$ cat config.mk
export PLATFORM = sky130hd
export DESIGN_NAME = serial_frame_crc_encoder_top
export DESIGN_NICKNAME = d
export VERILOG_FILES = /design/src/sfce_pkg.sv /design/src/sfce_front.sv /design/src/sfce_queue.sv /design/src/sfce_back.sv /design/src/serial_frame_crc_encoder_top.sv
export SDC_FILE = /design/constraint.sdc
export NUM_CORES = 1
export LEC_CHECK = 0
export ABC_AREA = 1
export BUFFER_PORTS_ARGS = -buffer_cell sky130_fd_sc_hd__buf_2
export CORE_ASPECT_RATIO = 0.75
export CORE_UTILIZATION = 60
export CTS_BUF_LIST = sky130_fd_sc_hd__clkbuf_8 sky130_fd_sc_hd__clkbuf_16
export CTS_CLUSTER_DIAMETER = 60
export DETAILED_ROUTE_END_ITERATION = 6
export HOLD_SLACK_MARGIN = 0.15
export PLACE_DENSITY = 0.76
export RECOVER_POWER = 25
export SLEW_MARGIN = 10
export SYNTH_ARGS = -nofsm -noshare
export SYNTH_HDL_FRONTEND = slang
export SYNTH_HIERARCHICAL = 1
export SYNTH_SLANG_ARGS = --single-unit
$ cat constraint.sdc
create_clock -name clk_i -period 3.7 [get_ports clk_i]
set_input_delay 0.74 -clock clk_i [delete_from_list [all_inputs] [get_ports clk_i]]
set_output_delay 0.74 -clock clk_i [all_outputs]
set_load 0.03 [all_outputs]
$ cat src/sfce_pkg.sv
// Shared types and constants for the serial frame CRC encoder.
package sfce_pkg;

  localparam logic [7:0]  StartByteRst = 8'hA5;
  localparam logic [15:0] CommandIdRst = 16'h0301;
  localparam logic [7:0]  Crc8Init     = 8'hFF;
  localparam logic [7:0]  Crc8Poly     = 8'h8C;
  localparam logic [15:0] Crc16Init    = 16'hFFFF;
  localparam logic [15:0] Crc16Poly    = 16'h8408;

  localparam int unsigned QueueDepthDef = 2;

  // configuration register indexes
  localparam logic CfgStartByte = 1'b0;
  localparam logic CfgCommandId = 1'b1;

  // one accepted input beat that belongs to a frame
  typedef struct packed {
    logic [7:0]  payload_byte;
    logic        first_byte;
    logic        last_byte;
    logic [15:0] payload_length;
    logic [7:0]  sequence_number;
  } sfce_item_t;

  typedef struct packed {
    logic empty;
    logic full;
  } sfce_q_status_t;

endpackage

$ cat src/sfce_front.sv
// Input side: accepts beats, drops bytes outside a frame, tracks frame state.
module sfce_front import sfce_pkg::*; (
  input  logic           clk_i,
  input  logic           rst_ni,
  input  logic           in_valid_i,
  output logic           in_stall_o,
  input  logic [7:0]     payload_byte_i,
  input  logic           first_byte_i,
  input  logic           last_byte_i,
  input  logic [15:0]    payload_length_i,
  input  logic [7:0]     sequence_number_i,
  input  sfce_q_status_t q_status_i,
  output logic           push_o,
  output sfce_item_t     push_item_o
);

  logic inside_q, inside_d;
  logic accept;
  logic keep;

  always_comb begin
    in_stall_o = q_status_i.full;
    accept     = in_valid_i && !q_status_i.full;
    keep       = first_byte_i || inside_q;
    push_o     = accept && keep;
    inside_d   = inside_q;
    if (push_o) begin
      inside_d = !last_byte_i;
    end
    push_item_o.payload_byte    = payload_byte_i;
    push_item_o.first_byte      = first_byte_i;
    push_item_o.last_byte       = last_byte_i;
    push_item_o.payload_length  = payload_length_i;
    push_item_o.sequence_number = sequence_number_i;
  end

  always_ff @(posedge clk_i or negedge rst_ni) begin
    if (!rst_ni) begin
      inside_q <= 1'b0;
    end else begin
      inside_q <= inside_d;
    end
  end

endmodule

$ cat src/sfce_queue.sv
// Small FIFO of frame items between the input side and the byte sequencer.
module sfce_queue import sfce_pkg::*; #(
  parameter int unsigned QueueDepth = QueueDepthDef
) (
  input  logic           clk_i,
  input  logic           rst_ni,
  input  logic           push_i,
  input  sfce_item_t     push_item_i,
  input  logic           pop_i,
  output sfce_item_t     head_o,
  output sfce_q_status_t status_o
);

  localparam int unsigned PtrW = (QueueDepth > 1) ? $clog2(QueueDepth) : 1;
  localparam int unsigned CntW = $clog2(QueueDepth + 1);
  localparam logic [PtrW-1:0] PtrLast = PtrW'(QueueDepth - 1);
  localparam logic [CntW-1:0] CntFull = CntW'(QueueDepth);

  sfce_item_t mem_q [QueueDepth];
  logic [PtrW-1:0] wr_ptr_q, wr_ptr_d, rd_ptr_q, rd_ptr_d;
  logic [CntW-1:0] count_q, count_d;
  logic do_push, do_pop;

  always_comb begin
    status_o.empty = (count_q == '0);
    status_o.full  = (count_q == CntFull);
    do_push = push_i && !status_o.full;
    do_pop  = pop_i && !status_o.empty;
    head_o  = mem_q[rd_ptr_q];
    wr_ptr_d = wr_ptr_q;
    rd_ptr_d = rd_ptr_q;
    count_d  = count_q;
    if (do_push) begin
      wr_ptr_d = (wr_ptr_q == PtrLast) ? '0 : wr_ptr_q + 1'b1;
    end
    if (do_pop) begin
      rd_ptr_d = (rd_ptr_q == PtrLast) ? '0 : rd_ptr_q + 1'b1;
    end
    if (do_push && !do_pop) begin
      count_d = count_q + 1'b1;
    end else if (do_pop && !do_push) begin
      count_d = count_q - 1'b1;
    end
  end

  always_ff @(posedge clk_i) begin
    if (do_push) begin
      mem_q[wr_ptr_q] <= push_item_i;
    end
  end

  always_ff @(posedge clk_i or negedge rst_ni) begin
    if (!rst_ni) begin
      wr_ptr_q <= '0;
      rd_ptr_q <= '0;
      count_q  <= '0;
    end else begin
      wr_ptr_q <= wr_ptr_d;
      rd_ptr_q <= rd_ptr_d;
      count_q  <= count_d;
    end
  end

endmodule

$ cat src/sfce_back.sv
// Byte sequencer: emits header, payload and CRC-16 bytes, one per cycle while an item is queued and not stalled.
module sfce_back import sfce_pkg::*; (
  input  logic           clk_i,
  input  logic           rst_ni,
  input  logic [7:0]     start_byte_i,
  input  logic [15:0]    command_id_i,
  input  sfce_item_t     head_i,
  input  sfce_q_status_t q_status_i,
  output logic           pop_o,
  output logic           out_valid_o,
  input  logic           out_stall_i,
  output logic [7:0]     tx_byte_o,
  output logic           frame_end_o
);

  localparam logic [3:0] PhStart  = 4'd0;
  localparam logic [3:0] PhLenLo  = 4'd1;
  localparam logic [3:0] PhLenHi  = 4'd2;
  localparam logic [3:0] PhSeq    = 4'd3;
  localparam logic [3:0] PhCrc8   = 4'd4;
  localparam logic [3:0] PhCmdLo  = 4'd5;
  localparam logic [3:0] PhCmdHi  = 4'd6;
  localparam logic [3:0] PhData   = 4'd7;
  localparam logic [3:0] PhCrcLo  = 4'd8;
  localparam logic [3:0] PhCrcHi  = 4'd9;

  function automatic logic [7:0] crc8_fold(logic [7:0] crc, logic [7:0] b);
    logic [7:0] c;
    c = crc ^ b;
    for (int i = 0; i < 8; i++) begin
      c = c[0] ? ((c >> 1) ^ Crc8Poly) : (c >> 1);
    end
    return c;
  endfunction

  function automatic logic [15:0] crc16_fold(logic [15:0] crc, logic [7:0] b);
    logic [15:0] c;
    c = crc ^ {8'h00, b};
    for (int i = 0; i < 8; i++) begin
      c = c[0] ? ((c >> 1) ^ Crc16Poly) : (c >> 1);
    end
    return c;
  endfunction

  logic        active_q, active_d;
  logic [3:0]  phase_q, phase_d;
  logic [15:0] crc16_q, crc16_d;
  logic [7:0]  crc8_q, crc8_d;
  logic        out_valid_q, out_valid_d;
  logic [7:0]  out_byte_q, out_byte_d;
  logic        out_end_q, out_end_d;

  logic [3:0]  cur;
  logic        load_ok, emit, done;
  logic [7:0]  byte_sel;
  logic [15:0] crc16_base;

  always_comb begin
    cur     = active_q ? phase_q : (head_i.first_byte ? PhStart : PhData);
    load_ok = !out_valid_q || !out_stall_i;
    emit    = !q_status_i.empty && load_ok;

    case (cur)
      PhStart: byte_sel = start_byte_i;
      PhLenLo: byte_sel = head_i.payload_length[7:0];
      PhLenHi: byte_sel = head_i.payload_length[15:8];
      PhSeq:   byte_sel = head_i.sequence_number;
      PhCrc8:  byte_sel = crc8_q;
      PhCmdLo: byte_sel = command_id_i[7:0];
      PhCmdHi: byte_sel = command_id_i[15:8];
      PhData:  byte_sel = head_i.payload_byte;
      PhCrcLo: byte_sel = crc16_q[7:0];
      PhCrcHi: byte_sel = crc16_q[15:8];
      default: byte_sel = 8'h00;
    endcase

    done = (cur == PhCrcHi) || ((cur == PhData) && !head_i.last_byte);
    pop_o = emit && done;

    crc16_base = (cur == PhStart) ? Crc16Init : crc16_q;

    active_d = active_q;
    phase_d  = phase_q;
    crc16_d  = crc16_q;
    crc8_d   = crc8_q;
    if (emit) begin
      active_d = !done;
      phase_d  = cur + 4'd1;
      if (cur <= PhData) begin
        crc16_d = crc16_fold(crc16_base, byte_sel);
      end
      if (cur == PhStart) begin
        crc8_d = crc8_fold(Crc8Init, byte_sel);
      end else if (cur <= PhSeq) begin
        crc8_d = crc8_fold(crc8_q, byte_sel);
      end
    end

    // output register: load on emit, else drop once taken
    out_valid_d = out_valid_q && out_stall_i;
    out_byte_d  = out_byte_q;
    out_end_d   = out_end_q;
    if (emit) begin
      out_valid_d = 1'b1;
      out_byte_d  = byte_sel;
      out_end_d   = (cur == PhCrcHi);
    end
  end

  always_ff @(posedge clk_i or negedge rst_ni) begin
    if (!rst_ni) begin
      active_q    <= 1'b0;
      phase_q     <= PhStart;
      crc16_q     <= Crc16Init;
      crc8_q      <= Crc8Init;
      out_valid_q <= 1'b0;
    end else begin
      active_q    <= active_d;
      phase_q     <= phase_d;
      crc16_q     <= crc16_d;
      crc8_q      <= crc8_d;
      out_valid_q <= out_valid_d;
    end
  end

  always_ff @(posedge clk_i) begin
    out_byte_q <= out_byte_d;
    out_end_q  <= out_end_d;
  end

  assign out_valid_o = out_valid_q;
  assign tx_byte_o   = out_byte_q;
  assign frame_end_o = out_end_q;

endmodule

$ cat src/serial_frame_crc_encoder_top.sv
// Top level of the serial frame encoder with header CRC-8 and frame CRC-16.
//
//   channel | direction | handshake            | beat
//   in      | input     | in_valid_i/in_stall_o | payload byte, flags, length, sequence
//   out     | output    | out_valid_o/out_stall_i | tx_byte, frame_end
//   cfg     | input     | cfg_valid_i/cfg_ready_o | register index, write data
//
// One output byte per cycle while an item is queued and the output is not
// stalled; a frame-opening byte yields 7 header bytes plus the byte (plus 2 CRC
// bytes if it also closes): 8 to 10 bytes, a middle byte 1, a closing byte 3.
// Input beats queue in a QueueDepth-entry FIFO; in_stall_o is high when it is full.
// Bytes outside a frame are accepted and dropped. Reset is asynchronous, active low.
// Output bytes sit in a register that holds while out_stall_i is high.
module serial_frame_crc_encoder_top import sfce_pkg::*; #(
  parameter int unsigned QueueDepth = QueueDepthDef
) (
  input  logic        clk_i,
  input  logic        rst_ni,
  input  logic        in_valid_i,
  output logic        in_stall_o,
  input  logic [7:0]  payload_byte_i,
  input  logic        first_byte_i,
  input  logic        last_byte_i,
  input  logic [15:0] payload_length_i,
  input  logic [7:0]  sequence_number_i,
  output logic        out_valid_o,
  input  logic        out_stall_i,
  output logic [7:0]  tx_byte_o,
  output logic        frame_end_o,
  input  logic        cfg_valid_i,
  output logic        cfg_ready_o,
  input  logic        cfg_index_i,
  input  logic [15:0] cfg_data_i
);

  logic [7:0]     start_byte_q;
  logic [15:0]    command_id_q;
  logic           push, pop;
  sfce_item_t     push_item, head;
  sfce_q_status_t q_status;

  assign cfg_ready_o = 1'b1;

  always_ff @(posedge clk_i or negedge rst_ni) begin
    if (!rst_ni) begin
      start_byte_q <= StartByteRst;
      command_id_q <= CommandIdRst;
    end else if (cfg_valid_i) begin
      case (cfg_index_i)
        CfgStartByte: start_byte_q <= cfg_data_i[7:0];
        CfgCommandId: command_id_q <= cfg_data_i;
        default: ;
      endcase
    end
  end

  sfce_front u_front (
    .clk_i             (clk_i),
    .rst_ni            (rst_ni),
    .in_valid_i        (in_valid_i),
    .in_stall_o        (in_stall_o),
    .payload_byte_i    (payload_byte_i),
    .first_byte_i      (first_byte_i),
    .last_byte_i       (last_byte_i),
    .payload_length_i  (payload_length_i),
    .sequence_number_i (sequence_number_i),
    .q_status_i        (q_status),
    .push_o            (push),
    .push_item_o       (push_item)
  );

  sfce_queue #(
    .QueueDepth (QueueDepth)
  ) u_queue (
    .clk_i       (clk_i),
    .rst_ni      (rst_ni),
    .push_i      (push),
    .push_item_i (push_item),
    .pop_i       (pop),
    .head_o      (head),
    .status_o    (q_status)
  );

  sfce_back u_back (
    .clk_i        (clk_i),
    .rst_ni       (rst_ni),
    .start_byte_i (start_byte_q),
    .command_id_i (command_id_q),
    .head_i       (head),
    .q_status_i   (q_status),
    .pop_o        (pop),
    .out_valid_o  (out_valid_o),
    .out_stall_i  (out_stall_i),
    .tx_byte_o    (tx_byte_o),
    .frame_end_o  (frame_end_o)
  );

endmodule
---- Word-level counts from Yosys, hierarchy flattened ----
Memories as Yosys holds them, arrays and structs flattened.
Index checks and enable logic that the tools add are counted.
operators by class
  add/subtract/negate cells ............... 5
  order comparisons ....................... 2
  equality and inequality tests ........... 10
  mux-type cells .......................... 37
  bitwise gates (word level) .............. 28
  reduce and logical (&&, ||, !) cells .... 30
operator list
  cell                 count
  $mux 16              9
  $mux 8               18
  $pmux 8 s10          1
  $not 2->3            24
  $eq 4x3->1 const B   4
  $xor 16x8->16        1
  $logic_and 1x1->1    10
  $logic_not 1->1      9
  $eq 4x2->1 const B   2
  $eq 4x4->1 const B   2
  $not 8->8            1
  $reduce_and 2->1     4
  $xor 8x8->8          1
  $mux 1               5
  $add 4x1->4 const B  1
  $eq 4x1->1 const B   1
  $le 4x2->1 const B   1
  $le 4x3->1 const B   1
  $logic_not 4->1      1
  $mux 2               2
  $mux 4               1
  $reduce_bool 2->1    2
  $logic_or 1x1->1     3
  $mux 3               1
  other kinds (6)      7
word-level totals
  register bits ........................... 68
  memory bits (writable) .................. 68
  bits of input ports ..................... 56
  output and inout bits ................... 12
  memories kept ........................... 1
memories
  memory         depth  width  read ports  clocked after memory_dff  write ports  RTL line          RTL
  u_queue.mem_q  2      34     1           0                         1            sfce_queue.sv:19  sfce_item_t mem_q [QueueDepth];

---- Depth between registers and ports, before layout ----
Gate-level depths: netlist of run 1.
An unclocked memory read counts as a cell.
  depth after elaboration ................. 24
  depth in mapped cells ................... 28
  depth with buffers taken out ............ 25

---- By module ----
Netlist of run 1, hierarchy kept.
modules (own cells, without submodules)
  module                        instances  cells an instance  area an instance (um^2)  seq. area each (um^2)
  sfce_back                     1          563                3788.6                   1051.0
  sfce_queue                    1          209                2711.4                   2142.1
  serial_frame_crc_encoder_top  1          107                1007.2                   609.3
  sfce_front                    1          46                 332.8                    25.0

---- Worst setup path before layout of run 1 ----
OpenSTA, ideal clock, no wires.
  path kind ............................... register to register
  from .................................... register u_queue.rd_ptr_q
  to ...................................... register u_back.crc8_q[0]
  library setup time ...................... 0.058 ns
  data arrival time ....................... 2.971 ns
  data required time ...................... 3.642 ns
  setup slack ............................. 0.671 ns
  cell stages (with the launch flop) ...... 26
  period minus slack after synthesis ...... 3.029 ns
  cell sequence ........................... dfrtp_1 > buf_4 > inv_4 > buf_4 > nand2_1 > nand2_1 > nand2_2 > o21ai_0 > inv_1 > ha_1 > buf_2 > clkbuf_1 > nand4_1 > nand2_1 > nor2_1 > nand3_4 > xor2_1 > nand2_1 > nand2_2 > nand2_2 > nand2_2 > nor2_2 > nand2_1 > nand3_1 > nand2_1 > inv_1
RTL lines
  item                    RTL line          RTL
  start, declared         sfce_queue.sv:20  logic [PtrW-1:0] wr_ptr_q, wr_ptr_d, rd_ptr_q, rd_ptr_d;
  start signal, assigned  sfce_queue.sv:59  rd_ptr_q <= rd_ptr_d;
  end signal, assigned    sfce_back.sv:115  crc8_q <= Crc8Init;
  end signal, assigned    sfce_back.sv:121  crc8_q <= crc8_d;
  end, declared           sfce_back.sv:48   logic [7:0] crc8_q, crc8_d;

---- Final worst setup path of run 1 ----
  from .................................... register u_back.active_q
  to ...................................... register u_back.crc8_q[1]
between the ends
  cells in the longest elaborated chain, start to end .. 17
  elaborated cells between the ends (all ways) .. 47
  classes of those cells .................. 1 x order compare; 9 x eq/ne; 20 x mux; 14 x bitwise; 3 x reduce/logical
RTL lines
  item                                      RTL line          RTL
  start, declared                           sfce_back.sv:45   logic active_q, active_d;
  start signal, assigned                    sfce_back.sv:118  active_q <= active_d;
  $mux 4 (*)                                sfce_back.sv:59   cur = active_q ? phase_q : (head_i.first_byte ? PhStart : PhData);
  $eq 4x4->1, or another cell as far along  sfce_back.sv:63   case (cur)
  $pmux 8 s10                               sfce_back.sv:63
  $xor 8x8->8                               sfce_back.sv:29   c = crc ^ b;
  $mux 8                                    sfce_back.sv:31   c = c[0] ? ((c >> 1) ^ Crc8Poly) : (c >> 1);
  $not 2->3 (no source line)                n/a
  $mux 8                                    sfce_back.sv:31
  $not 2->3 (no source line)                n/a
  $mux 8 (4 in series)                      sfce_back.sv:31
  $not 2->3 (no source line)                n/a
  $mux 8 (2 in series)                      sfce_back.sv:31
  $mux 8                                    sfce_back.sv:94   end else if (cur <= PhSeq) begin
  $mux 8                                    sfce_back.sv:92   if (cur == PhStart) begin
Every way passes the cells marked *; elsewhere a longest branch is shown, timed or not. The select of a mux whose other input is x is not followed.
A chain may end at the register's enable or synchronous reset.

==> impl_results.md, run 1 <==
- Slew headroom: -13.5%
- CP Class: register to register
- Async set-or-reset flop fraction in the synthesized netlist: 43.4%
- Chip height: 101 um
- CTS tree: built
- Clk sinks: 136
- WHS: 0.358 ns
- Post-synth EDFFs: 77
- RSZ-0062 raised after global routing: false
- Slew @ Worst Pin: 1.70 ns
- DRT antenna net count: 0
- GRT Total Usage: 31.0%
- Bufs on Longest Clock Path: 2
- Final setup violation count: 0
- Cell with the most instances after synthesis: nand2_1
- Mapped Nets: 986
- Die X: 134 um
- # port buffers: 66
- GPL Wtd Cong: 0.931
- Fin Setup TNS: 0 ns
- Top Ports: 68
- Commonest cells post-synth: 347 x nand2_1, 87 x nand3_1, 77 x edfxtp_1
- Vias in the first global route: 5911
- Share of post-route cells with drive strength above 1: 19.5%
- Status: complete, but fails checks
- Total Routed Length: 19500 um
- Most used DFF post-synth: edfxtp_1
- Final Cycle Share: 91.9%
- Largest net degree at the start of global routing: 35
- Depth of the CTS H-tree: 4
- Share of the synthesized area in the top cell type: 29.5%
- Synth area leaders: edfxtp_1 29%, nand2_1 17%, dfstp_2 10%, dfrtp_1 8.9%, nand3_1 5.6%
- Cell count after synthesis: 925
- Crit path max-delay cell type: dfrtp_1
- Num rows: 35
- Min cycle time layout: 3.40 ns
- Skew-Pair Late Insertion Delay: 0.42 ns
- Maximum clock rate: 294 MHz
- Initial antenna violation count: 0
- Post-CTS sizing: 0
- Worst Setup End Kind: register
- Final number of hold-violating endpoints: 0
- Cell Chain, Critical Path: inv_4 > o21ai_0 > inv_1 > ha_1 > buf_4 > nand4_1 > nand2_1 > inv_1 > nand2_1 > nor2_1 > nand2_1 > nand2_2 > clkinv_2 > nand2_2 > nand3_1 > nand2_1 > nand2_1 > nand3_1 > nand3_1 > nand2_1
- Cell Area, Synth: 7840 um2
- Starting density of the core: 62.6%
- Core ar.: 12500 um2
- Critical path's largest stage delay: 0.57 ns
- Largest area contributor in the netlist: edfxtp_1
- Drt pass-1 iters: 6
- Root Buffer: clkbuf_16
- Total gr overflow: 0
- Final nets: 1017
- WL/cell: 17.2 um
- Diodes inserted: 0
- Synth cell types: 45
- Post-CTS Hold Fix Bufs: 0
- Routed via count: 6376
- Die outline area: 13500 um2
- Post-CTS Setup Bufs: 0
- Drt first-iter violations: 647
- Average instance area after synthesis: 8.48 um2
- Via/cell ratio: 5.62
- Max-cap violations: 1
- CP dominant cell by count: nand2_1
- First-pass GRT wire length: 31100 um
- DP Wirelength: 14000 um
- Critical Path Start Type: register
- CTS Buf Count: 17
- Syn. warnings: 6
- Seq/Total Area, Yosys: 48.8%
- Failing checks: capacitance limit, slew limit
- Clock Skew: 0.0113 ns
- P&R area growth vs syn: 8.73%
- # DRC: 0
- Max-slew violation count: 29
- Clock-pin slew on the worst setup and hold paths: 0.06 ns
- Crit Path Max Fanout: 10
- Worst path required time: 4.06 ns
- Worst Path Arrival: 3.76 ns
- Hold crit path type: primary input to asynchronous set/reset pin
- #FFs+latches synth: 136
## path summary, 6_finish.rpt
| kind | end | slack (ns) | cells after the start | start |
|---|---|---|---|---|
| setup / recovery | u_back/crc8_q[1]$_DFFE_PN1P_ | 0.30 | 20 | u_back/active_q$_DFFE_PN0P_ |
| hold / removal | start_byte_q[3]$_DFFE_PN0P_ | 0.36 | 2 | rst_ni |
| setup reg to reg | u_back/crc8_q[1]$_DFFE_PN1P_ | 0.30 | 20 | u_back/active_q$_DFFE_PN0P_ |
| hold reg to reg | start_byte_q[5]$_DFFE_PN1P_ | 0.46 | 2 | start_byte_q[5]$_DFFE_PN1P_ |
| max in group asynchronous | u_back/phase_q[2]$_DFFE_PN0P_ | 1.83 | 2 | rst_ni |
| min in group clk_i | start_byte_q[5]$_DFFE_PN1P_ | 0.46 | 2 | start_byte_q[5]$_DFFE_PN1P_ |
## stage by stage
step	setup slack, ns	utilization [%]	instances	area [um2]
after CTS	0.369	68.3	1135	8550
after global placement	0.489	63.9	1103	8000
after detailed placement	0.400	63.9	1103	8000
after floorplan	0.671	-	925	7840
final	0.301	68.1	1135	8520
after global routing	0.0465	68.1	1135	8520
## kinds of logic after synthesis
family	after synthesis	synth area share, %
adder cells (fa/ha/maj)	5	0.798
XOR/XNOR	28	3.94
buffers and inverters	140	9.81
flip-flops	136	48.8
other	1	0.0478
AO/OA/AOI/OAI	49	3.69
AND/OR/NAND/NOR	566	32.9
## cell type report
cell class,count,area (um2)
multi-input cells,649,3250
clock inverters,14,111
repair buffers,83,428
clock buffers,18,439
fillers,1043,4000
inverters,69,265
flip-flops and latches,136,3830
well taps,166,208
## placed cells by master (no fill, tap or decap), types with 6 or more instances in the layout
master and n:
edfxtp_1 77, or2_2 11, inv_1 64, nor2_4 6
dfstp_2 31, nand3_1 87, nand3_2 8, clkbuf_16 17
nand4_1 40, dfrtp_1 28, nor2_1 38, xor2_1 13
nor2_2 7, buf_4 16, buf_2 45, nand2_2 13
clkbuf_1 22, nand2_1 347, a21oi_1 11, xnor2_1 8
o21ai_0 21
## routing by layer
metal  vias to the layer above  track usage [%]  wire, um  share of wire [%]
met4                         0             10.4       334                1.7
met3                        33             6.99      1770                9.1
li1                       3050                -         -                  -
met2                       323             45.3      8390                 43
met1                      2970             45.6      8970                 46
met5                         -                0         0                  0
## critical path, delay by kind of cell, from the launching register on
kind	cells	cell delay, ns
adders and majority gates	1	0.35
buffers and inverters	5	0.61
AOI/OAI and AO/OA	1	0.33
DFF	1	0.57
and+or+nand+nor	13	1.50
## flip-flops by register name, indices dropped and copies added (netlist names)
name,count
command_id_q,16
u_front/inside_q,1
u_back/frame_end_o,1
u_queue/count_q,2
u_queue/wr_ptr_q,1
u_back/phase_q,4
start_byte_q,8
u_back/active_q,1
u_back/out_valid_o,1
u_back/crc16_q,16
u_queue/mem_q,68
u_queue/rd_ptr_q,1
u_back/tx_byte_o,8
u_back/crc8_q,8
Power of run 1 is not shown: default switching activity piles up to over one toggle a cycle in this logic, so the estimate is an artifact.
==> run 2, diff against run 1 <==
--- a/config.mk
+++ b/config.mk
@@ -7,13 +7,13 @@
 export LEC_CHECK = 0
 export ABC_AREA = 1
 export BUFFER_PORTS_ARGS = -buffer_cell sky130_fd_sc_hd__buf_2
-export CORE_ASPECT_RATIO = 0.75
-export CORE_UTILIZATION = 60
-export CTS_BUF_LIST = sky130_fd_sc_hd__clkbuf_8 sky130_fd_sc_hd__clkbuf_16
+export CORE_ASPECT_RATIO = 0.8
+export CORE_UTILIZATION = 62
+export CTS_BUF_LIST = sky130_fd_sc_hd__clkbuf_4
 export CTS_CLUSTER_DIAMETER = 60
 export DETAILED_ROUTE_END_ITERATION = 6
 export HOLD_SLACK_MARGIN = 0.15
-export PLACE_DENSITY = 0.76
+export PLACE_DENSITY_LB_ADDON = 0.3
 export RECOVER_POWER = 25
 export SLEW_MARGIN = 10
 export SYNTH_ARGS = -nofsm -noshare
==> run 2 against run 1 <==
The run still ends with capacitance limit, slew limit left; flip-flop and latch count unchanged; routed wire length decreased by 6.9%; via count decreased by 0.36%; critical endpoint is now u_back/crc8_q[0]$_DFFE_PN1P_; largest cell class unchanged.
==> impl_results.md, run 2 (synthesized netlist as in run 1, its figures left out) <==
- Worst setup startpoint: u_queue/rd_ptr_q$_DFFE_PN0P_
- Starting density of the core: 64.0%
- Num rows: 36
- Critical Path Start Type: register
- Largest net degree at the start of global routing: 35
- # DRC: 0
- Clock Skew: 0.0259 ns
- Core Util, Final: 67.7%
- Crit Path Max Fanout: 17
- Skew-Pair Late Insertion Delay: 0.54 ns
- Clock-pin slew on the worst setup and hold paths: 0.13 ns
- Worst Setup End Kind: register
- Max-slew violation count: 31
- Vias in the first global route: 5789
- Min cycle time layout: 3.31 ns
- Initial antenna violation count: 0
- CTS tree: built
- Top Ports: 68
- First-pass GRT wire length: 29200 um
- GRT Total Usage: 29.9%
- Min-Delay Startpoint: payload_length_i[6]
- CTS Buf Count: 17
- Depth of the CTS H-tree: 4
- DRT antenna net count: 0
- # port buffers: 66
- Max reg flops: 68
- Commonest non-fill, non-tap cell in the layout: nand2_1
- Final nets: 1014
- Status: complete, but fails checks
- DP Wirelength: 13100 um
- Worst Path Arrival: 3.80 ns
- Final number of hold-violating endpoints: 0
- Family with the most delay on the worst path: simple AND/OR/NAND/NOR gates
- GPL Wtd Cong: 0.969
- CP Class: register to register
- Core ar.: 12300 um2
- Routed via count: 6353
- Slew headroom: -13.8%
- Final setup violation count: 0
- RSZ-0062 raised after global routing: false
- WL/cell: 15.9 um
- Total Routed Length: 18100 um
- Worst path required time: 4.19 ns
- Critical path's largest stage delay: 0.43 ns
- Slew @ Worst Pin: 1.71 ns
- Crit path max-delay cell type: dfrtp_1
- Die outline area: 13100 um2
- Chip height: 103 um
- Max-cap violations: 1
- Share of post-route cells with drive strength above 1: 20.0%
- Largest regs: u_queue/mem_q: 68 flops, command_id_q: 16 flops, u_back/crc16_q: 16 flops
- Buf/Inv on CP: 5
- Final Cycle Share: 89.4%
- Root Buffer: clkbuf_4
- Die X: 128 um
- Total gr overflow: 0
- Drt pass-1 iters: 5
- P&R area growth vs syn: 5.87%
- Bufs on Longest Clock Path: 2
- Fin Setup TNS: 0 ns
- CP dominant cell by count: nand2_1
- Reg with most FFs: u_queue/mem_q
- Hold crit path type: primary input to register
- Clk sinks: 136
- Via/cell ratio: 5.59
- Diodes inserted: 0
- Drt first-iter violations: 616
- Reg2reg start: u_queue/rd_ptr_q$_DFFE_PN0P_
- Maximum clock rate: 302 MHz
- Failing checks: capacitance limit, slew limit
- Most frequent cells in the layout: 347 x nand2_1, 86 x nand3_1, 77 x edfxtp_1, 60 x inv_1, 46 x buf_2
[run 2: cell count changes in the layout (fill, tap and decap cells not counted), sizes merged]
cell / before / now
bufinv: 1 / 3
clkinvlp: 4 / 3
clkbuf: 40 / 37
buf: 61 / 60
[run 2: worst paths after layout]
check                      slack [ns]  cells after the start                             end
max                              0.39                     25    u_back/crc8_q[0]$_DFFE_PN1P_
min                              0.38                      1  u_queue/mem_q[0][14]$_DFFE_PP_
max reg2reg                      0.39                     25    u_back/crc8_q[0]$_DFFE_PN1P_
min reg2reg                      0.48                      2     start_byte_q[0]$_DFFE_PN1P_
max in group asynchronous        2.09                      1     command_id_q[4]$_DFFE_PN0P_
min in group asynchronous        0.63                      1     command_id_q[5]$_DFFE_PN0P_
[run 2: through the flow]
stage,setup slack [ns],cell area (um2),hold slack (ns),instances
after CTS,0.347,8320,0.227,1137
after floorplan,0.671,7840,0.437,925
final,0.392,8300,0.385,1137
after global routing,0.0371,8300,0.318,1137
after detailed placement,0.363,8000,0.458,1105
after global placement,0.501,8000,0.451,1105
[run 2: timing repair]
item | CTS | global route
setup buffers | 0 | 0
gates resized for setup | 0 | 2
endpoints found under the setup margin | 0 | 2
hold buffers | 0 | 0
hold endpoints to repair | 0 | 0
[run 2: layout make-up]
cell class / count / area (um2)
Timing Repair Buffer: 80 / 423
Tap cell: 171 / 214
Multi-Input combinational cell: 649 / 3250
Sequential cell: 136 / 3830
Fill cell: 1021 / 3950
Inverter: 69 / 265
Clock buffer: 17 / 128
Clock inverter: 15 / 191
[run 2: layer usage]
metal / up-vias / track usage, % / routed length, um / share of wire [%]
met2: 302 / 44.3 / 7770 / 43
met4: 0 / 11.9 / 495 / 2.7
met5: - / 0 / 0 / 0
met1: 2960 / 42.6 / 8250 / 46
met3: 40 / 7.52 / 1600 / 8.8
li1: 3051 / - / - / -
Power of run 2 is left out for the same reason.
